## src/design/png_scanline_unfilter_macros.svh

```systemverilog
// Assertion macros used by the scanline unfilter top level.
`ifndef PNG_SCANLINE_UNFILTER_MACROS_SVH
`define PNG_SCANLINE_UNFILTER_MACROS_SVH

`ifndef ASSERT_OFF
// Same-cycle implication, disabled while reset is asserted.
`define PSU_ASSERT_IMPL(label, clk, rst_n, ante, cons) \
  label: assert property (@(posedge clk) disable iff (!rst_n) (ante) |-> (cons)) \
    else $error("assertion failed");
// Next-cycle implication, disabled while reset is asserted.
`define PSU_ASSERT_NEXT(label, clk, rst_n, ante, cons) \
  label: assert property (@(posedge clk) disable iff (!rst_n) (ante) |=> (cons)) \
    else $error("assertion failed");
`else
`define PSU_ASSERT_IMPL(label, clk, rst_n, ante, cons)
`define PSU_ASSERT_NEXT(label, clk, rst_n, ante, cons)
`endif

`endif

```

## src/design/psu_pkg.sv

```systemverilog
// Shared types and constants of the PNG scanline unfilter.
`timescale 1ns / 1ps
package psu_pkg;

  localparam int unsigned DATA_W           = 8;
  localparam int unsigned BPP_W            = 4;
  localparam int unsigned LINE_BYTES_W     = 14;
  localparam int unsigned CFG_DATA_W       = 14;
  localparam int unsigned MAX_LINE_BYTES_DEF  = 8192;
  localparam int unsigned MAX_PIXEL_BYTES_DEF = 8;

  // Configuration register indexes
  typedef enum logic [0:0] {
    CFG_BYTES_PER_PIXEL = 1'b0,
    CFG_LINE_BYTES      = 1'b1
  } cfg_idx_e;

  // Filter kinds; anything above Paeth is kept as the bad code
  typedef enum logic [2:0] {
    FLT_NONE  = 3'd0,
    FLT_SUB   = 3'd1,
    FLT_UP    = 3'd2,
    FLT_AVG   = 3'd3,
    FLT_PAETH = 3'd4,
    FLT_BAD   = 3'd5
  } filter_e;

  // Per-byte control decided by the front end
  typedef struct packed {
    filter_e kind;
    logic    top;
    logic    has_left;
    logic    last;
  } item_ctl_t;

  // Queue status seen by the top level
  typedef struct packed {
    logic full;
    logic empty;
  } fifo_stat_t;

endpackage

```

## src/design/psu_fifo.sv

```systemverilog
// Two-entry request queue between the front end and the reconstruction back end.
`timescale 1ns / 1ps
module psu_fifo #(
  parameter int unsigned WIDTH = 8
) (
  input  logic                 clk_i,
  input  logic                 rst_ni,
  input  logic                 push_i,
  input  logic [WIDTH-1:0]     wdata_i,
  input  logic                 pop_i,
  output logic [WIDTH-1:0]     rdata_o,
  output psu_pkg::fifo_stat_t  stat_o
);

  localparam int unsigned DEPTH = 2;
  localparam int unsigned PTR_W = $clog2(DEPTH);
  localparam int unsigned CNT_W = $clog2(DEPTH + 1);

  logic [WIDTH-1:0] entry_q [DEPTH];
  logic [PTR_W-1:0] wr_ptr_q, wr_ptr_d;
  logic [PTR_W-1:0] rd_ptr_q, rd_ptr_d;
  logic [CNT_W-1:0] count_q, count_d;

  assign stat_o.full  = (count_q == CNT_W'(DEPTH));
  assign stat_o.empty = (count_q == '0);
  assign rdata_o      = entry_q[rd_ptr_q];

  // pointer and fill bookkeeping
  always_comb begin
    wr_ptr_d = wr_ptr_q;
    rd_ptr_d = rd_ptr_q;
    count_d  = count_q;
    if (push_i) begin
      wr_ptr_d = (wr_ptr_q == PTR_W'(DEPTH - 1)) ? '0 : wr_ptr_q + PTR_W'(1);
    end
    if (pop_i) begin
      rd_ptr_d = (rd_ptr_q == PTR_W'(DEPTH - 1)) ? '0 : rd_ptr_q + PTR_W'(1);
    end
    if (push_i && !pop_i) begin
      count_d = count_q + CNT_W'(1);
    end else if (pop_i && !push_i) begin
      count_d = count_q - CNT_W'(1);
    end
  end

  always_ff @(posedge clk_i or negedge rst_ni) begin
    if (!rst_ni) begin
      wr_ptr_q <= '0;
      rd_ptr_q <= '0;
      count_q  <= '0;
    end else begin
      wr_ptr_q <= wr_ptr_d;
      rd_ptr_q <= rd_ptr_d;
      count_q  <= count_d;
    end
  end

  // storage, no reset
  always_ff @(posedge clk_i) begin
    if (push_i) begin
      entry_q[wr_ptr_q] <= wdata_i;
    end
  end

endmodule

```

## config.mk

```make
export PLATFORM = sky130hd
export DESIGN_NAME = psu_fifo
export DESIGN_NICKNAME = d
export VERILOG_FILES = /design/src/design/png_scanline_unfilter_macros.svh /design/src/design/psu_pkg.sv /design/src/design/psu_fifo.sv
export SDC_FILE = /design/constraint.sdc
export NUM_CORES = 1
export LEC_CHECK = 0
export BUFFER_PORTS_ARGS = -buffer_cell sky130_fd_sc_hd__buf_4
export CAP_MARGIN = 20
export CELL_PAD_IN_SITES_DETAIL_PLACEMENT = 0
export CELL_PAD_IN_SITES_GLOBAL_PLACEMENT = 1
export CORE_MARGIN = 2
export CORE_UTILIZATION = 43
export CTS_BUF_LIST = sky130_fd_sc_hd__clkbuf_4
export DETAILED_ROUTE_END_ITERATION = 10
export GPL_TIMING_DRIVEN = 0
export PLACE_DENSITY = 0.78
export SLEW_MARGIN = 20
export SYNTH_ARGS = -nofsm -noshare
export SYNTH_HDL_FRONTEND = slang
export SYNTH_SLANG_ARGS = --single-unit
```

## constraint.sdc

```tcl
create_clock -name clk_i -period 1.4 [get_ports clk_i]
set_clock_uncertainty 0.15 [all_clocks]
set_input_delay 0.14 -clock clk_i [delete_from_list [all_inputs] [get_ports clk_i]]
set_output_delay 0.14 -clock clk_i [all_outputs]
set_load 0.005 [all_outputs]
```

# Word level (Yosys, flattened, before mapping)
# Memory sizes are Yosys's and may differ from the RTL's.
# Index checks and enable logic that the tools add are counted.
# W data, S select, Z words.
# totals
ff_bits,4
latch_bits,0
ramBits,16
romBits,0
inputBits,12
out_inout_bits,10
wordCells,21
memories,1
# classes
addsub,4
multipliers,0
n_div,0
magnitude_cmp,0
n_eq_ne,1
shifts,0
muxes,6
n_bitwise,0
reduce_logical,6
# memory_table
memory,words,word_bits,read_ports,rd_clocked_by_memory_dff,write_ports,line_no,text
entry_q,2,8,1,0,1,psu_fifo.sv:19,logic [WIDTH-1:0] entry_q [DEPTH];
# ops
cell,count
$mux W1,4
$mux W2,2
$add A1 B1 Y1 const B,2
$add A2 B1 Y2 const B,1
$eq A2 B2 Y1 const B,1
$logic_and A1 B1 Y1,2
$logic_not A1 Y1,2
$logic_not A2 Y1,1
$reduce_bool A2 Y1,1
$sub A2 B1 Y2 const B,1

# Logic depth before layout (Yosys ltp)
# logic_depth
ltp_word,4
ltp_mapped,5
mapped_depth_nobuf,5

# Least setup slack after synthesis
# Ideal clock, no wire load.
# synth_timing
kind,reg2reg
from,register wr_ptr_q
to,"memory entry_q[0][0], enable pin"
setup_ps,373
t_arrival_ps,789
required_ps,877
path_slack_ps,88
path_stages_with_launch,2
path_buffers,0
synth_period_minus_slack_ps,1312
path_cell_list,dfrtp_1 > nor2b_1
# synth_rtl
item,line_no,text
start: declaration,psu_fifo.sv:20,"logic [PTR_W-1:0] wr_ptr_q, wr_ptr_d;"
start signal: assignment,psu_fifo.sv:52,wr_ptr_q <= wr_ptr_d;
end: declaration,psu_fifo.sv:19,
# No word-level cell before the write port.

# Worst setup path after layout
# layout_timing
from,register rd_ptr_q
to,output port rdata_o[5]
# layout_via
elab_chain_len,1
# layout_lines
item,line_no,text
start: declaration,psu_fifo.sv:21,"logic [PTR_W-1:0] rd_ptr_q, rd_ptr_d;"
start signal: assignment,psu_fifo.sv:53,rd_ptr_q <= rd_ptr_d;
$mem_v2 Z2 W8,-,
end: declaration,psu_fifo.sv:11,"output logic [WIDTH-1:0] rdata_o,"
# No other way between the ends.

==> results by group <==
Status
  – Outcome: complete, but fails checks
  – Failing checks: negative setup slack

STA
  – Setup TNS: -1204 ps
  – Least-Margin Pin Slew: 450.3 ps
  – Slew Viols, Final: 0
  – Maximum clock frequency: 641.6 MHz
  – Tcrit/Tclk final: 1.113
  – Setup ws final: -158.7 ps
  – Fin crit period: 1559 ps
  – Final hold violation count: 0
  – Slew headroom: 0.6984
  – RSZ-0062 raised after global routing: true
  – # setup viols final: 8

Routing
  – Remaining antenna violation count: 0
  – DR iter-0 viols: 3
  – DRT Pass-1 Iters: 4
  – DR vias/cell: 4.449
  – Routed len/inst: 13.18 µm
  – Final Routed Wirelength: roughly 1.4 mm
  – DRC: 0
  – Via Count: between 400 and 500

Die
  – Initial Util: 0.4513
  – Die area: 2147 µm²
  – Die height: 46.34 µm
  – Die W: approximately 46 µm
  – I/O Pins: 22
  – Std-Cell Rows: 15
  – Core area: 1708 µm²

Layout
  – Final core utilization: 0.7026
  – Filler cells: 122
  – Multi-input combinational cell area: slightly above 200 µm²
  – Antenna cells: 0
  – Layout area overhead: 55.68%
  – Fin nets: 96
  – Cell area after layout: 1200 µm²
  – Reg area: between 500 and 600 µm²
  – Layout cells sized above 1: 0.4878

Logic synthesis
  – Syn Area/Cell: roughly 19 µm²
  – Yosys Warn Count: 0
  – #FFs+latches synth: 20
  – Synth cell types: 12
  – Mapped cell area: 770.7 µm²
  – Syn Nets: 54
  – Sequential fraction of the synthesis area: 0.7532
  – Post-synthesis cell count: 41

Global route
  – Initial antenna violation count: 0
  – Vias in the first global route: roughly 470
  – Total Routing Usage GR: 0.1376
  – Global-route wire length before repair: ~2 mm
  – Global route total overflow: 0
  – Largest net degree at the start of global routing: 12

Clock tree
  – Clock Tree Buf Depth: 2
  – # H-tree levels: 1
  – Clock-pin slew on the worst setup and hold paths: approximately 100 ps
  – CTS tree: built
  – Skew-Pair Late Insertion Delay: 290 ps
  – Clock Sink Count: 20
  – TritonCTS buffer count: 3
  – Clock Tree Root: clkbuf_4

Power and ir drop
  – PwrDens: 1714 nW/µm²
  – Pint: roughly 1.5 mW
  – Sw power: 551.1 µW
  – Comb pwr share: 0.441
  – Clock Power Share: 0.127
  – IR drop worst, VDD: between 0.8 and 0.9 mV
  – Net Sw Frac: 0.2679
  – Sequential group share of total power: 0.432
  – P_leak: slightly above 0.5 nW

Critical path
  – CP max-delay cell: dfrtp_1
  – CP dominant cell by count: buf_6
  – Slowest Stage Delay on Critical Path: 420 ps
  – Crit-path max FO: 5
  – Startpoint Class: flip-flop
  – Setup crit end kind: primary output
  – Worst path required time: 1110 ps
  – Crit path kind: reg2out
  – Critical path, cell by cell: buf_6, mux2_4, buf_6
  – Worst EP arrival: 1270 ps

Place
  – I/O Buffers: 21
  – Placement-stage cell area: 959.7 µm²
  – Hpwl dp: approximately 810 µm
  – Final weighted congestion of routability-driven global placement: 0.6177

Min path
  – Worst hold path class: in2async

Job
  – Max Cap Viol: 0
[cell usage after synthesis]
cell type,instances,area share
buf_6,1,0.015
nor2_1,2,0.0097
mux2_2,8,0.12
and2b_2,1,0.011
and2_1,1,0.0081
nor2b_1,1,0.0081
dfrtp_1,4,0.13
xnor2_1,1,0.011
ha_1,1,0.016
inv_1,1,0.0049
edfxtp_1,16,0.62
xor2_1,4,0.045
[timing repair]
item,4_1_cts,5_1_grt
resized for setup,15,4
buffers inserted,2,2
hold endpoints to repair,22,0
hold buffers,11,0
gates cloned,1,0
setup endpoints to repair,16,9
[cells by family (layout without fill, tap and decap cells)]
group / Yosys count / count (layout) / share of synthesized area
xor gates and xnor gates: 5 / 5 / 0.05682
DFF: 20 / 20 / 0.7533
adders and majority gates: 1 / 1 / 0.01623
muxes: 8 / 8 / 0.1169
buffers and inverters: 2 / 43 / 0.01947
and+or+nand+nor: 5 / 5 / 0.03735
[placed cells by master (no fill, tap or decap)]
master and n:
xor2_1 4, nor2_1 2, xnor2_1 1, nor2b_2 1, buf_4 17, buf_6 10, clkinv_1 1, edfxtp_1 16
dfrtp_1 4, ha_1 1, dlygate4sd3_1 11, mux2_4 8, and2_1 1, clkbuf_4 3, and2b_2 1, inv_1 1
[power groups by stage]
| stage | sequential, mW | clock (mW) | combinational (mW) |
|---|---|---|---|
| 4_1_cts | 0.892 | 0.268 | 0.818 |
| 3_3_place_gp | 0.884 | 0 | 0.595 |
| 6_report | 0.889 | 0.261 | 0.906 |
| 3_5_place_dp | 0.895 | 0 | 0.602 |
| 5_1_grt | 0.903 | 0.297 | 0.972 |
| 2_1_floorplan | 0.873 | 0 | 0.337 |
[metal layers]
| metal | vias up | GRT usage | part of all wire |
|---|---|---|---|
| met3 | 0 | 0.03529 | 0.026 |
| li1 | 229 | - | - |
| met5 | - | 0 | 0 |
| met4 | 0 | 0.05143 | 0 |
| met1 | 236 | 0.1594 | 0.40 |
| met2 | 11 | 0.2417 | 0.57 |
[worst max-delay path, delay by kind of cell, from the launching register on]
kind	cells	cell delay [ps]
flops	1	420
mux	1	300
buf+inv	2	270
[flip-flops by register name, indices dropped and copies added, names as in the netlist]
register,count
count_q,2
entry_q,16
rd_ptr_q,1
wr_ptr_q,1
[final cells by class]
| cell class | instances | area share |
|---|---|---|
| Buffer | 1 | 0.009385 |
| Clock buffer | 3 | 0.01877 |
| Clock inverter | 1 | 0.003128 |
| Inverter | 1 | 0.003128 |
| Multi-Input combinational cell | 19 | 0.1731 |
| Sequential cell | 20 | 0.4838 |
| Tap cell | 25 | 0.02607 |
| Timing Repair Buffer | 37 | 0.2826 |
[path summary, 6_finish.rpt]
| kind | startpoint | end | slack, ps | cells after the start |
|---|---|---|---|---|
| min in group clk_i | push_i | count_q[0] | 50 | 3 |
| hold / removal | rst_ni | count_q[0] | 30 | 2 |
| max in group asynchronous | rst_ni | rd_ptr_q | 970 | 2 |
| setup / recovery | rd_ptr_q | rdata_o[5] | -160 | 3 |
| setup reg to reg | wr_ptr_q | entry_q[0][5] | 80 | 1 |
| hold reg to reg | count_q[1] | count_q[1] | 360 | 1 |
[metrics by stage]
step                      cells  power, mW  setup WS, ps  hold WS [ps]
final                       107      2.057        -158.7         27.20
after global routing        107      2.172        -208.7         21.04
after CTS                   105      1.978        -172.7         11.34
after detailed placement     87      1.497        -129.1        -210.4
after global placement       87      1.479        -126.5        -212.8
after floorplan              41      1.210         88.26        -305.6
Power figures use the tool's default switching activity.
