[src/design/png_scanline_unfilter_macros.svh]
// Assertion macros used by the scanline unfilter top level.
`ifndef PNG_SCANLINE_UNFILTER_MACROS_SVH
`define PNG_SCANLINE_UNFILTER_MACROS_SVH

`ifndef ASSERT_OFF
// Same-cycle implication, disabled while reset is asserted.
`define PSU_ASSERT_IMPL(label, clk, rst_n, ante, cons) \
  label: assert property (@(posedge clk) disable iff (!rst_n) (ante) |-> (cons)) \
    else $error("assertion failed");
// Next-cycle implication, disabled while reset is asserted.
`define PSU_ASSERT_NEXT(label, clk, rst_n, ante, cons) \
  label: assert property (@(posedge clk) disable iff (!rst_n) (ante) |=> (cons)) \
    else $error("assertion failed");
`else
`define PSU_ASSERT_IMPL(label, clk, rst_n, ante, cons)
`define PSU_ASSERT_NEXT(label, clk, rst_n, ante, cons)
`endif

`endif

[src/design/psu_pkg.sv]
// Shared types and constants of the PNG scanline unfilter.
`timescale 1ns / 1ps
package psu_pkg;

  localparam int unsigned DATA_W           = 8;
  localparam int unsigned BPP_W            = 4;
  localparam int unsigned LINE_BYTES_W     = 14;
  localparam int unsigned CFG_DATA_W       = 14;
  localparam int unsigned MAX_LINE_BYTES_DEF  = 8192;
  localparam int unsigned MAX_PIXEL_BYTES_DEF = 8;

  // Configuration register indexes
  typedef enum logic [0:0] {
    CFG_BYTES_PER_PIXEL = 1'b0,
    CFG_LINE_BYTES      = 1'b1
  } cfg_idx_e;

  // Filter kinds; anything above Paeth is kept as the bad code
  typedef enum logic [2:0] {
    FLT_NONE  = 3'd0,
    FLT_SUB   = 3'd1,
    FLT_UP    = 3'd2,
    FLT_AVG   = 3'd3,
    FLT_PAETH = 3'd4,
    FLT_BAD   = 3'd5
  } filter_e;

  // Per-byte control decided by the front end
  typedef struct packed {
    filter_e kind;
    logic    top;
    logic    has_left;
    logic    last;
  } item_ctl_t;

  // Queue status seen by the top level
  typedef struct packed {
    logic full;
    logic empty;
  } fifo_stat_t;

endpackage

[src/design/psu_in_if.sv]
// Input byte channel and output result channel of the scanline unfilter.
`timescale 1ns / 1ps
interface psu_in_if;
  logic       valid;
  logic       ready;
  logic [7:0] data_byte;
  logic       image_start;

  modport source (output valid, output data_byte, output image_start, input ready);
  modport sink (input valid, input data_byte, input image_start, output ready);
endinterface


[src/design/psu_front.sv]
// Front end: tracks scanline position, takes filter bytes, queues data bytes.
`timescale 1ns / 1ps
module psu_front #(
  parameter int unsigned MAX_LINE_BYTES = psu_pkg::MAX_LINE_BYTES_DEF
) (
  input  logic                     clk_i,
  input  logic                     rst_ni,
  psu_in_if.sink                   in_ch,
  input  logic [psu_pkg::BPP_W-1:0] bpp_i,
  input  logic [((MAX_LINE_BYTES > 1) ? $clog2(MAX_LINE_BYTES) : 1):0] len_i,
  input  logic                     q_ready_i,
  output logic                     push_o,
  output psu_pkg::item_ctl_t       ctl_o,
  output logic [psu_pkg::DATA_W-1:0] x_o,
  output logic [((MAX_LINE_BYTES > 1) ? $clog2(MAX_LINE_BYTES) : 1)-1:0] col_o
);

  localparam int unsigned COL_W = (MAX_LINE_BYTES > 1) ? $clog2(MAX_LINE_BYTES) : 1;
  localparam int unsigned LEN_W = COL_W + 1;

  psu_pkg::filter_e kind_q;
  logic             awaiting_q;
  logic             top_q;
  logic [COL_W-1:0] col_q;

  logic             accept;
  logic             await_eff;
  logic             top_eff;
  logic [COL_W-1:0] col_eff;
  logic [LEN_W-1:0] col_inc;
  logic             last;
  psu_pkg::filter_e kind_new;

  assign in_ch.ready = q_ready_i;
  assign accept      = in_ch.valid && in_ch.ready;

  // a start byte restarts the image and is always a filter byte
  always_comb begin
    await_eff = awaiting_q || in_ch.image_start;
    top_eff   = top_q || in_ch.image_start;
    col_eff   = in_ch.image_start ? '0 : col_q;
    col_inc   = {1'b0, col_eff} + LEN_W'(1);
    last      = (col_inc >= len_i);
    kind_new  = (in_ch.data_byte > 8'd4) ? psu_pkg::FLT_BAD
                                         : psu_pkg::filter_e'(in_ch.data_byte[2:0]);
  end

  // queued request for the back end
  assign push_o         = accept && !await_eff;
  assign ctl_o.kind     = kind_q;
  assign ctl_o.top      = top_eff;
  assign ctl_o.has_left = (32'(col_eff) >= 32'(bpp_i));
  assign ctl_o.last     = last;
  assign x_o            = in_ch.data_byte;
  assign col_o          = col_eff;

  always_ff @(posedge clk_i or negedge rst_ni) begin
    if (!rst_ni) begin
      kind_q     <= psu_pkg::FLT_NONE;
      awaiting_q <= 1'b1;
      top_q      <= 1'b1;
      col_q      <= '0;
    end else if (accept) begin
      if (await_eff) begin
        kind_q     <= kind_new;
        awaiting_q <= 1'b0;
        top_q      <= top_eff;
        col_q      <= '0;
      end else begin
        awaiting_q <= last;
        top_q      <= top_eff && !last;
        col_q      <= last ? '0 : col_inc[COL_W-1:0];
      end
    end
  end

endmodule

[src/flat_wrapper.sv]
// flat-port wrapper written by rule: the top's interface ports become plain ports
module psu_front_flat 
#(
  parameter int unsigned MAX_LINE_BYTES = psu_pkg::MAX_LINE_BYTES_DEF
)
  (clk_i, rst_ni, bpp_i, len_i, q_ready_i, push_o, ctl_o, x_o, col_o, in_ch_valid, in_ch_data_byte, in_ch_image_start, in_ch_ready);
  psu_in_if in_ch_i ();
  input  logic clk_i;
  input  logic rst_ni;
  input  logic [psu_pkg::BPP_W-1:0] bpp_i;
  input  logic [((MAX_LINE_BYTES > 1) ? $clog2(MAX_LINE_BYTES) : 1):0] len_i;
  input  logic q_ready_i;
  output logic push_o;
  output psu_pkg::item_ctl_t ctl_o;
  output logic [psu_pkg::DATA_W-1:0] x_o;
  output logic [((MAX_LINE_BYTES > 1) ? $clog2(MAX_LINE_BYTES) : 1)-1:0] col_o;
  input wire logic [$bits(in_ch_i.valid)-1:0] in_ch_valid;
  input wire logic [$bits(in_ch_i.data_byte)-1:0] in_ch_data_byte;
  input wire logic [$bits(in_ch_i.image_start)-1:0] in_ch_image_start;
  output wire logic [$bits(in_ch_i.ready)-1:0] in_ch_ready;
  assign in_ch_i.valid = in_ch_valid;
  assign in_ch_i.data_byte = in_ch_data_byte;
  assign in_ch_i.image_start = in_ch_image_start;
  assign in_ch_ready = in_ch_i.ready;
  psu_front #(.MAX_LINE_BYTES(MAX_LINE_BYTES)) u_core (.clk_i(clk_i), .rst_ni(rst_ni), .in_ch(in_ch_i), .bpp_i(bpp_i), .len_i(len_i), .q_ready_i(q_ready_i), .push_o(push_o), .ctl_o(ctl_o), .x_o(x_o), .col_o(col_o));
endmodule
[config.mk]
export PLATFORM = sky130hd
export DESIGN_NAME = psu_front_flat
export DESIGN_NICKNAME = d
export VERILOG_FILES = /design/src/design/png_scanline_unfilter_macros.svh /design/src/design/psu_pkg.sv /design/src/design/psu_in_if.sv /design/src/design/psu_front.sv /design/src/flat_wrapper.sv
export SDC_FILE = /design/constraint.sdc
export NUM_CORES = 1
export LEC_CHECK = 0
export BUFFER_PORTS_ARGS = -buffer_cell sky130_fd_sc_hd__buf_2
export CORE_MARGIN = 2
export CORE_UTILIZATION = 51
export CTS_BUF_LIST = sky130_fd_sc_hd__clkbuf_4 sky130_fd_sc_hd__clkbuf_8
export CTS_CLUSTER_DIAMETER = 30
export DETAILED_ROUTE_END_ITERATION = 8
export PLACE_DENSITY_LB_ADDON = 0.1
export SLEW_MARGIN = 20
export SYNTH_ARGS = -nofsm -noshare
export SYNTH_HDL_FRONTEND = slang
export SYNTH_SLANG_ARGS = --single-unit
[constraint.sdc]
create_clock -name clk_i -period 5 [get_ports clk_i]
set_input_delay 0.75 -clock clk_i [delete_from_list [all_inputs] [get_ports clk_i]]
set_output_delay 0.75 -clock clk_i [all_outputs]
set_load 0.03 [all_outputs]
### Word-level counts from Yosys, hierarchy flattened

Index checks and enable logic that the tools add are counted.

* register bits after elaboration: 18
* bits of input ports: 31
* output and inout bits: 29

* add/sub/neg operators: 1
* magnitude comparators: 3
* mux-type cells: 6
* reduce and logical (&&, ||, !) cells: 8

Operators with widths (number)
* $mux 13: 3
* $add 13x1->14 const B: 1
* $ge 14x14->1: 1
* $ge 13x4->1: 1
* $gt 8x3->1 const B: 1
* $logic_and 1x1->1: 3
* $mux 3: 1
* $logic_not 1->1: 2
* $logic_or 1x1->1: 2
* $mux 1: 2
* $reduce_and 2->1: 1

### Logic depth before layout (Yosys ltp)

Gate-level depths: netlist of run 1.

* word-level depth: 6
* mapped depth: 18

### Least setup slack after synthesis of run 1

OpenSTA, ideal clock, no wires.

* path type: input to output
* from: in in_ch_image_start
* to: out ctl_o[0] (netlist name)
* arrival: 3964 ps
* data required time: 4250 ps
* path slack: 286 ps
* stages on the path: 15
* cells stage by stage: buf_2 buf_1 nor2b_1 ha_1 and3_1 and4_1 xor2_1 ha_1 o21ai_0 nor2_1 o31a_1 a211oi_4 buf_6 inv_1 buf_4

* cells in the longest elaborated chain, start to end: 3

RTL lines
* start: declaration: RTL line flat_wrapper.sv:19 `input wire logic [$bits(in_ch_i.image_start)-1:0] in_ch_image_start;`
* $mux 13: RTL line psu_front.sv:41 `col_eff = in_ch.image_start ? '0 : col_q;`
* net col_o, one bit: RTL line flat_wrapper.sv:16 `output logic [((MAX_LINE_BYTES > 1) ? $clog2(MAX_LINE_BYTES) : 1)-1:0] col_o;`
* $add 13x1->14: RTL line psu_front.sv:42 `col_inc = {1'b0, col_eff} + LEN_W'(1);`
* $ge 14x14->1: RTL line psu_front.sv:43 `last = (col_inc >= len_i);`
* end: declaration: RTL line flat_wrapper.sv:14 `output psu_pkg::item_ctl_t ctl_o;`

The timed path passes the listed nets, and every way through them passes these cells.

==> results of run 1 <==
power by group:
| part | switching, mW | leakage (nW) | internal, mW | total (mW) |
|---|---|---|---|---|
| Clock | 0.0449 | 0.0210 | 0.0443 | 0.0892 |
| Sequential | 0.00400 | 0.238 | 0.150 | 0.154 |
| Combinational | 0.0487 | 0.773 | 0.0270 | 0.0757 |
through the flow:
step	cells	area (um^2)
6_report	260	1830
5_1_grt	260	1830
4_1_cts	260	1830
3_5_place_dp	256	1800
3_3_place_gp	256	1800
2_1_floorplan	179	1560
cell usage after synthesis, drive strengths merged:
| cell | count | area [um^2] |
|---|---|---|
| nand4 | 4 | 25.0 |
| and2b | 1 | 7.51 |
| and4 | 1 | 8.76 |
| a22o | 1 | 8.76 |
| ha | 19 | 238 |
| or2 | 1 | 6.26 |
| nand4b | 1 | 8.76 |
| and3b | 1 | 8.76 |
| dfrtp | 16 | 400 |
| inv | 21 | 78.8 |
| xor2 | 5 | 43.8 |
| dfstp | 2 | 52.6 |
| o22a | 1 | 8.76 |
| o21ai | 7 | 35.0 |
| or3 | 1 | 6.26 |
| nor2 | 11 | 41.3 |
| nor3 | 3 | 15.0 |
| clkbuf | 1 | 3.75 |
| nand3 | 5 | 25.0 |
| a211oi | 3 | 40.0 |
| and3 | 2 | 12.5 |
| a32o | 12 | 120 |
| nor4 | 2 | 12.5 |
| a21oi | 6 | 30.0 |
| nor3b | 1 | 7.51 |
| o211ai | 1 | 7.51 |
| nor2b | 12 | 75.1 |
| o31a | 1 | 8.76 |
| nand2b | 1 | 6.26 |
| nand2 | 14 | 52.6 |
| xnor2 | 6 | 52.6 |
| o221ai | 1 | 8.76 |
| buf | 15 | 108 |
cell families after synthesis:
| group | Yosys count |
|---|---|
| compound gates | 33 |
| xor+xnor | 11 |
| fa+ha+maj | 19 |
| buf+inv | 37 |
| flops | 18 |
| simple gates | 61 |
final timing paths:
| check | to | slack (ns) | start |
|---|---|---|---|
| setup / recovery | ctl_o[0] | 0.72 | in_ch_image_start |
| hold / removal | u_core.col_q[0] | 0.37 | rst_ni |
| setup reg to reg | u_core.col_q[11] | 1.78 | u_core.col_q[1] |
| hold reg to reg | u_core.kind_q[2] | 0.50 | u_core.kind_q[2] |
| max in group asynchronous | u_core.awaiting_q | 4.31 | rst_ni |
| min in group clk_i | u_core.kind_q[2] | 0.50 | u_core.kind_q[2] |
critical path, cell delays in order:
cell and delay, ns:
buf_2 0.30, inv_1 0.10, nand2_1 0.09, inv_1 0.08
ha_1 0.22, and3_1 0.22, and4_1 0.22, xor2_1 0.21
ha_1 0.28, o21ai_0 0.16, nor2_1 0.06, o31a_1 0.33
a211oi_4 0.27, inv_1 0.06, buf_2 0.18
state kept, by name (all words and copies together) (netlist names):
name and count:
u_core.awaiting_q 1, u_core.col_q 13, u_core.kind_q 3, u_core.top_q 1
metal layers:
layer  global-route usage (%)  vias up
li1                         -      720
met1                     28.7      634
met2                     36.3       56
met3                     2.40        4
met4                     7.47        0
met5                        0        -
cell type report:
class	instances	area (um^2)	share of cell area (%)
sequential	18	453	24.7
inverter	21	78.8	4.30
clock buffer	4	36.3	1.98
timing repair buffer	60	303	16.5
tap	33	41.3	2.25
multi-input combinational	124	921	50.2
==> results by group, run 1 <==
STA
  • Worst Skew: 0.00297 ns
  • Final-report max-slew violation count: 0
  • RSZ-0062 raised after global routing: false
  • Rel. slew slack: 64.6%
  • Final worst setup slack: 0.718 ns
  • Worst-Margin Slew: roughly 0.53 ns
  • Final setup fails: 0
  • Final min period: 4.28 ns
  • Final Cycle Share: 85.6%
  • Worst hold slack: around 0.37 ns
  • Fmax: 0.234 GHz
  • Total negative slack: 0 ns
  • Final Hold Viols: 0

Logic synthesis
  • Post-Synth XOR/XNOR Area: 6.16%
  • Synth Area in Adders: 15.2%
  • Main combinational cell family by area after synthesis: simple AND/OR/NAND/NOR gates
  • Unique masters post-synth: 38
  • Share of synthesized area occupied by flip-flops and latches: 29.0%
  • Post-Syn Nets: about 230
  • Post-Synth Simple-Gate Area: 20.4%
  • Mux share of post-synthesis cell area: 0%
  • Seq cells post-synth: 18
  • Cell Area, Synth: 1560 um^2
  • Compound-Gate Fraction of Synth Area: 17.1%
  • Synthesized area per cell: 8.74 um^2
  • Syn Inst Count: around 180
  • Yosys warns: 0

Route
  • Total Wirelength: 3.54 mm
  • Met1 Wirelength: 1.60 mm
  • Max Used Layer: met4
  • Via density per instance: 5.44
  • DRC Markers: 0
  • Antenna Violating Nets Remaining: 0
  • Iteration-0 DRC Markers: 30
  • Wire length per cell: 13.6 um
  • Pre-antenna DRT Iters: 4
  • Via count: ~1,400
  • Met2 routed WL: 1.68 mm
  • WL met3: 219 um

Power
  • Max VDD drop: between 100 and 150 uV
  • Leak Pwr: 1.03 nW
  • Tot Pwr: 0.319 mW
  • Power per cell area: 174 nW/um^2

Finish
  • Layout cells sized above 1: a little under a third
  • Most frequent cells in the layout: buf_2, inv_1, ha_1
  • Most common library cell in the layout ignoring fill and taps: buf_2
  • FILL cells: 272
  • Synthesis-to-layout area growth: 17.2%
  • # nets final: 278
  • Final Util: 61.6%
  • Diode count: 0

Global route
  • Largest net degree at the start of global routing: 22
  • Total grt overflow: 0
  • First-pass GRT wire length: 5.83 mm
  • Initial antenna violation count: 0
  • Vias in the first global route: 1,305
  • GRT Overall Usage: 21.6%

Placed design
  • Pre-CTS setup slack: ~0.74 ns
  • Post-DP HPWL: around 2.9 mm
  • GPL Wtd Cong: 0.882
  • IO Port Bufs: 59

Floorplanning
  • Initial Util: approximately 53%
  • Core area: a little under 3000 um^2
  • Chip width: 59.4 um
  • IO Pins: 60
  • Chip Height: between 50 and 60 um
  • DIE AREA: between 3000 and 4000 um^2
  • # rows: 20

Setup path
  • Critical path class: in2out
  • Setup crit end kind: primary output
  • CP required: between 4 and 5 ns
  • CP max FO: 21
  • Worst Reg-to-Reg Cells: 12
  • CP startpoint kind: input pin
  • WP data arrival: 3.53 ns

Run status
  • Status: finished, final reports clean

Clocking
  • TritonCTS clock tree: built
  • Worst skew pair latency: 0.29 ns
  • Clock-pin transition on the worst setup and hold timing paths: around 0.1 ns
  • Post-CTS Setup Inserts: 0
  • Num CTS Buffers: 3
  • Hold buffers post-CTS: 0
  • Number of H-tree levels: 1
  • Clock sink count: 18
  • Largest buffer count on any clock path: 2
  • Post-cts sizing count: 0
  • Root buf cell: clkbuf_4

Min path
  • Worst hold path class: in2async

Job
  • MaxCap Viol Count: 0
Note: power is estimated with default switching activity, not from simulation.
==> run 2: changes to the inputs <==
==> constraint.sdc (replaced) <==
create_clock -name clk_i -period 5 [get_ports clk_i]
set_input_delay 0 -clock clk_i [delete_from_list [all_inputs] [get_ports clk_i]]
set_output_delay 0 -clock clk_i [all_outputs]
set_load 0.03 [all_outputs]
==> results by group, run 2 (same netlist as run 1, synthesis figures left out) <==
Run status
  • Status: finished, final reports clean

Route
  • Total Wirelength: ~3.5 mm
  • Via count: ~1,400
  • DRC Markers: 0
  • Antenna Violating Nets Remaining: 0
  • Pre-antenna DRT Iters: 4
  • Via density per instance: 5.45
  • Iteration-0 DRC Markers: between 50 and 60
  • Wire length per cell: 13.2 um

Floorplanning
  • Core area: ~3000 um^2
  • # rows: 20
  • Initial Util: 52.5%
  • Chip width: 59.4 um
  • IO Pins: 60
  • DIE AREA: 3530 um^2
  • Chip Height: 59.4 um

STA
  • Final setup fails: 0
  • RSZ-0062 raised after global routing: false
  • Fmax: between 0.2 and 0.3 GHz
  • Total negative slack: 0 ns
  • Final-report max-slew violation count: 0
  • Final min period: 3.55 ns
  • Final Cycle Share: 71.0%
  • Final Hold Viols: 0
  • Worst-Margin Slew: 0.682 ns
  • Worst Skew: around 0.0012 ns
  • Rel. slew slack: 54.4%

Setup path
  • CP required: 5.00 ns
  • CP startpoint kind: register
  • CP max FO: 16
  • WP data arrival: 3.55 ns
  • Setup crit end kind: primary output
  • Critical path class: reg2out

Finish
  • Leading registers by flop count: u_core.col_q x13, u_core.kind_q x3
  • Diode count: 0
  • Most frequent cells in the layout: buf_2, inv_1, ha_1
  • Largest reg by FF count: u_core.col_q
  • Most common library cell in the layout ignoring fill and taps: buf_2
  • Synthesis-to-layout area growth: 18.0%
  • Layout cells sized above 1: 29.8%
  • Max reg flops: 13
  • # nets final: 279

Global route
  • Total grt overflow: 0
  • M2 GR Usage: between 30% and 40%
  • Largest net degree at the start of global routing: 22
  • Vias in the first global route: 1,321
  • GRT Overall Usage: 20.9%
  • Layer with the highest usage: met2
  • First-pass GRT wire length: 5.69 mm
  • Met3 Track Usage GR: under 10%
  • Met1 Use GR: ~28%
  • Initial antenna violation count: 0

Clocking
  • TritonCTS clock tree: built
  • Clock-pin transition on the worst setup and hold timing paths: 0.10 ns
  • Num CTS Buffers: 3
  • Root buf cell: clkbuf_4
  • Worst skew pair latency: 0.28 ns
  • Largest buffer count on any clock path: 2
  • Number of H-tree levels: 1
  • Clock sink count: 18
  • Post-CTS Setup Inserts: 0

Power
  • Clock Power Share: 27.5%
  • Reg power frac: between 40% and 50%
  • Max VDD drop: roughly 140 uV
  • Internal power: 0.223 mW
  • Leak Pwr: just over 1 nW
  • P_sw: 0.0960 mW
  • Power per cell area: between 150 and 200 nW/um^2
  • Tot Pwr: 0.319 mW
  • Switching fraction of total power: 30.1%
  • Combinational fraction of design power: ~24%

Placed design
  • IO Port Bufs: slightly below 60
  • Post-DP HPWL: 2.89 mm
  • GPL Wtd Cong: 0.798

Min path
  • Worst hold path class: in2reg

Job
  • MaxCap Viol Count: 0
[run 2: cell types whose count changed in the layout (fill, tap and decap cells not counted)]
cell	previous run	this run
buf_4	1	0
dlygate4sd3_1	0	2
[run 2: stage by stage]
step           std cells  instance area (um^2)  util, %  worst slack, ns  hold WS [ns]
2_1_floorplan        179                  1560        -             1.74        -0.296
3_3_place_gp         255                  1790     60.1             1.86       -0.0500
3_5_place_dp         255                  1790     60.1             1.74       -0.0489
4_1_cts              261                  1850     62.0             1.45       0.00389
5_1_grt              261                  1850     62.0             1.19        0.0151
6_report             261                  1850     62.0             1.45       0.00878
[run 2: routing by layer]
metal,vias to the layer above,wire length (um)
li1,721,-
met1,637,1530
met2,61,1650
met3,4,247
met4,0,26
met5,-,0
[run 2: final timing paths]
kind | from | to | slack [ns] | depth (start not counted)
setup / recovery | u_core.col_q[1] | ctl_o[0] | 1.45 | 12
setup reg to reg | u_core.col_q[1] | u_core.col_q[8] | 1.71 | 11
max in group asynchronous | rst_ni | u_core.top_q | 4.52 | 2
hold reg to reg | u_core.kind_q[2] | u_core.kind_q[2] | 0.49 | 2
min in group asynchronous | rst_ni | u_core.col_q[11] | 0.17 | 2
hold / removal | in_ch_data_byte[2] | u_core.kind_q[1] | 0.009 | 4
[run 2: what timing repair did]
| action | in CTS | in global routing |
|---|---|---|
| endpoints found under the hold margin | 19 | 0 |
| hold buffers | 2 | 0 |
| resized for setup | 0 | 0 |
[run 2: final cells by class]
| class | instances | area [um^2] |
|---|---|---|
| timing repair buffer | 61 | 315 |
| fill | 268 | 1130 |
| multi-input combinational | 124 | 921 |
| inverter | 21 | 78.8 |
| sequential | 18 | 453 |
| clock buffer | 4 | 36.3 |
| tap | 33 | 41.3 |
[run 2: power by group through the flow]
stage / Sequential (mW) / Clock [mW] / Combinational (mW)
after floorplan: 0.162 / 0 / 0.0455
after global placement: 0.156 / 0 / 0.0741
after detailed placement: 0.157 / 0 / 0.0766
after CTS: 0.154 / 0.0891 / 0.0782
after global routing: 0.155 / 0.0966 / 0.0858
final: 0.154 / 0.0876 / 0.0772
[run 2: critical path: stages (launching register included)]
cell	delay, ns
dfrtp_1	0.40
nor2b_1	0.26
ha_1	0.22
and3_1	0.22
and4_1	0.26
xor2_1	0.21
ha_1	0.27
o21ai_0	0.15
nor2_1	0.06
o31a_1	0.31
a211oi_4	0.61
inv_1	0.11
buf_2	0.20
==> run 3: changes to the inputs <==
Settings changed: ABC_AREA set to 1, CORE_UTILIZATION 51 to 54.
Clock period 5 ns to 3.59 ns, I/O delays scaled along.
==> results by group, run 3 <==
Global route
  • First-pass GRT wire length: between 7 and 8 mm
  • Vias in the first global route: approximately 1,700
  • Initial antenna violation count: 0
  • Total grt overflow: 0
  • Largest net degree at the start of global routing: 19
  • GRT Overall Usage: 23.0%

Logic synthesis
  • Cell Area, Synth: ~2000 um^2
  • Post-synth EDFFs: 0
  • Share of synthesized area occupied by flip-flops and latches: between 20% and 30%
  • Yosys warns: 0
  • Unique masters post-synth: 32
  • Seq cells post-synth: 18
  • Mux share of post-synthesis cell area: 0%
  • Post-Syn Nets: 337
  • Top cells by count, synth: nand2_1, inv_1, nor2_1
  • Post-Synth XOR/XNOR Area: 2.25%
  • Area contributors post-synth: dfrtp_1, nand2_1, ha_1
  • Largest area contributor in the netlist: dfrtp_1
  • Synth Area in Adders: 12.2%
  • Syn Inst Count: 287
  • Compound-Gate Fraction of Synth Area: between 6 and 7%
  • Main combinational cell family by area after synthesis: simple AND/OR/NAND/NOR gates
  • Top FF cell, synth: dfrtp_1
  • Post-Synth Simple-Gate Area: 36.5%
  • Cell with the most instances after synthesis: nand2_1
  • Post-synth ARST share: 100%
  • Synth top area share: 20.5%
  • Synthesized area per cell: between 6 and 7 um^2

Job
  • MaxCap Viol Count: 0

Route
  • Wire length per cell: 11.5 um
  • DRC Markers: 0
  • Iteration-0 DRC Markers: 84
  • Pre-antenna DRT Iters: 4
  • Via density per instance: 4.87
  • Via count: 1,871
  • Total Wirelength: between 4 and 5 mm
  • Antenna Violating Nets Remaining: 0

STA
  • Rel. slew slack: 60.0%
  • Worst-Margin Slew: around 0.6 ns
  • Final Hold Viols: 0
  • Worst Skew: 0.00120 ns
  • Total negative slack: 0 ns
  • Final-report max-slew violation count: 0
  • Final worst setup slack: 0.490 ns
  • RSZ-0062 raised after global routing: false
  • Fmax: around 0.32 GHz
  • Final setup fails: 0
  • Final Cycle Share: a little under nine tenths
  • Final min period: 3.10 ns

Clocking
  • Number of H-tree levels: 1
  • Clock-pin transition on the worst setup and hold timing paths: 0.11 ns
  • Post-CTS Setup Inserts: 0
  • Worst skew pair latency: 0.29 ns
  • Largest buffer count on any clock path: 2
  • TritonCTS clock tree: built
  • Root buf cell: clkbuf_4
  • Clock sink count: 18
  • Num CTS Buffers: 3

Run status
  • Status: finished, final reports clean

Setup path
  • Largest stage delay on the critical path: 0.38 ns
  • Setup crit end kind: primary output
  • Critical path class: reg2out
  • Reg2reg start: u_core.col_q[0]
  • Most frequent CP cell: nor2_1
  • CP Cell Sequence: inv_1 > nor2_1 > ha_1 > nand3_4 > nor2_8 > nand4_1 > and2_1 > ha_1 > nand2_1 > nor2_1 > nand2_1 > nor2_1 > nor2_1 > nand3_2 > buf_2
  • WP data arrival: 3.10 ns
  • Worst R2R End: u_core.top_q
  • Slowest CP cell: dfrtp_1
  • CP startpoint kind: register
  • Worst Reg-to-Reg Cells: 15
  • Worst R2R Setup Slack: 0.76 ns
  • CP max FO: 13
  • CP required: 3.59 ns

Power
  • Combinational fraction of design power: around 25%
  • Switching fraction of total power: 32.1%
  • Tot Pwr: around 0.44 mW
  • Internal power: 0.296 mW
  • Power per cell area: 194 nW/um^2
  • Reg power frac: 48.0%
  • Leak Pwr: 1.42 nW
  • Max VDD drop: around 160 uV
  • P_sw: roughly 0.14 mW
  • Clock Power Share: a little over a quarter

Finish
  • Synthesis-to-layout area growth: 14.9%
  • Diode count: 0
  • Largest reg by FF count: u_core.col_q
  • Max reg flops: 13
  • Layout cells sized above 1: 27.2%
  • # nets final: between 300 and 400
  • Leading registers by flop count: u_core.col_q x13, u_core.kind_q x3
  • Most common library cell in the layout ignoring fill and taps: nand2_1
  • Most frequent cells in the layout: nand2_1, buf_2, inv_1
  • FILL cells: roughly 350

Min path
  • Worst Hold Depth: 3
  • Hold EP: u_core.kind_q[0]
  • Worst hold path class: in2reg
  • Hold wc startpoint: in_ch_data_byte[3]

Floorplanning
  • Chip Height: 64.1 um
  • # rows: 21
  • IO Pins: 60
  • Core area: around 3400 um^2
  • Initial Util: 57.1%
  • Chip width: approximately 64 um
  • DIE AREA: 4110 um^2

Placed design
  • IO Port Bufs: 59
  • GPL Wtd Cong: about 0.91
  • Pre-CTS setup slack: 0.788 ns
  • Post-DP HPWL: 3.54 mm
-- run 3: area by class of cell --
type / count / area [um^2] / share of cell area, %
multi-input combinational: 191 / 1120 / 50.0
timing repair buffer: 63 / 335 / 15.0
clock buffer: 4 / 30.0 / 1.34
inverter: 62 / 245 / 10.9
sequential: 18 / 453 / 20.2
tap: 46 / 57.6 / 2.57
-- run 3: timing repair --
item | 4_1_cts | 5_1_grt
endpoints found under the hold margin | 20 | 0
resized for setup | 0 | 0
hold buffers | 4 | 0
-- run 3: power by group through the flow --
stage                     combinational, mW  sequential, mW  clock (mW)
final                                 0.110           0.209       0.117
after global routing                  0.124           0.209       0.129
after CTS                             0.111           0.209       0.118
after detailed placement              0.108           0.212           0
after global placement                0.107           0.212           0
after floorplan                      0.0768           0.213           0
-- run 3: per-layer routing --
layer	routed length, um	up-vias	GRT usage, %
li1	-	980	-
met3	289	0	1.58
met1	2100	829	33.3
met2	2040	62	39.2
met5	0	-	0
met4	0	0	1.60
-- run 3: cell families after synthesis --
group	after synthesis
AOI/OAI and AO/OA	22
xor gates and xnor gates	5
adders and majority gates	19
buffers and inverters	78
DFF	18
and+or+nand+nor	145
-- run 3: per-stage QoR --
step | std cells | instance area [um^2] | hold slack (ns) | utilization [%]
final | 384 | 2240 | 0.0116 | 65.6
after global routing | 384 | 2240 | 0.0448 | 65.6
after CTS | 384 | 2240 | 0.0170 | 65.6
after detailed placement | 376 | 2170 | -0.0455 | 63.6
after global placement | 376 | 2170 | -0.0427 | 63.6
after floorplan | 287 | 1950 | -0.296 | -
-- run 3: worst max path at each step --
stage                          from               end  slack, ns
global placement    u_core.col_q[0]      u_core.top_q       0.93
global route        u_core.col_q[0]          ctl_o[0]       0.22
floorplan           u_core.col_q[0]  u_core.col_q[11]       0.74
finish              u_core.col_q[0]          ctl_o[0]       0.49
CTS                 u_core.col_q[0]          ctl_o[0]       0.48
detailed placement  u_core.col_q[0]      u_core.top_q       0.79
-- run 3: critical path, delay by kind of cell (launching register included) --
family	cells	cell delay, ns
AND/OR/NAND/NOR	11	1.52
adder cells (fa/ha/maj)	2	0.54
flip-flops	1	0.38
buffers and inverters	2	0.36
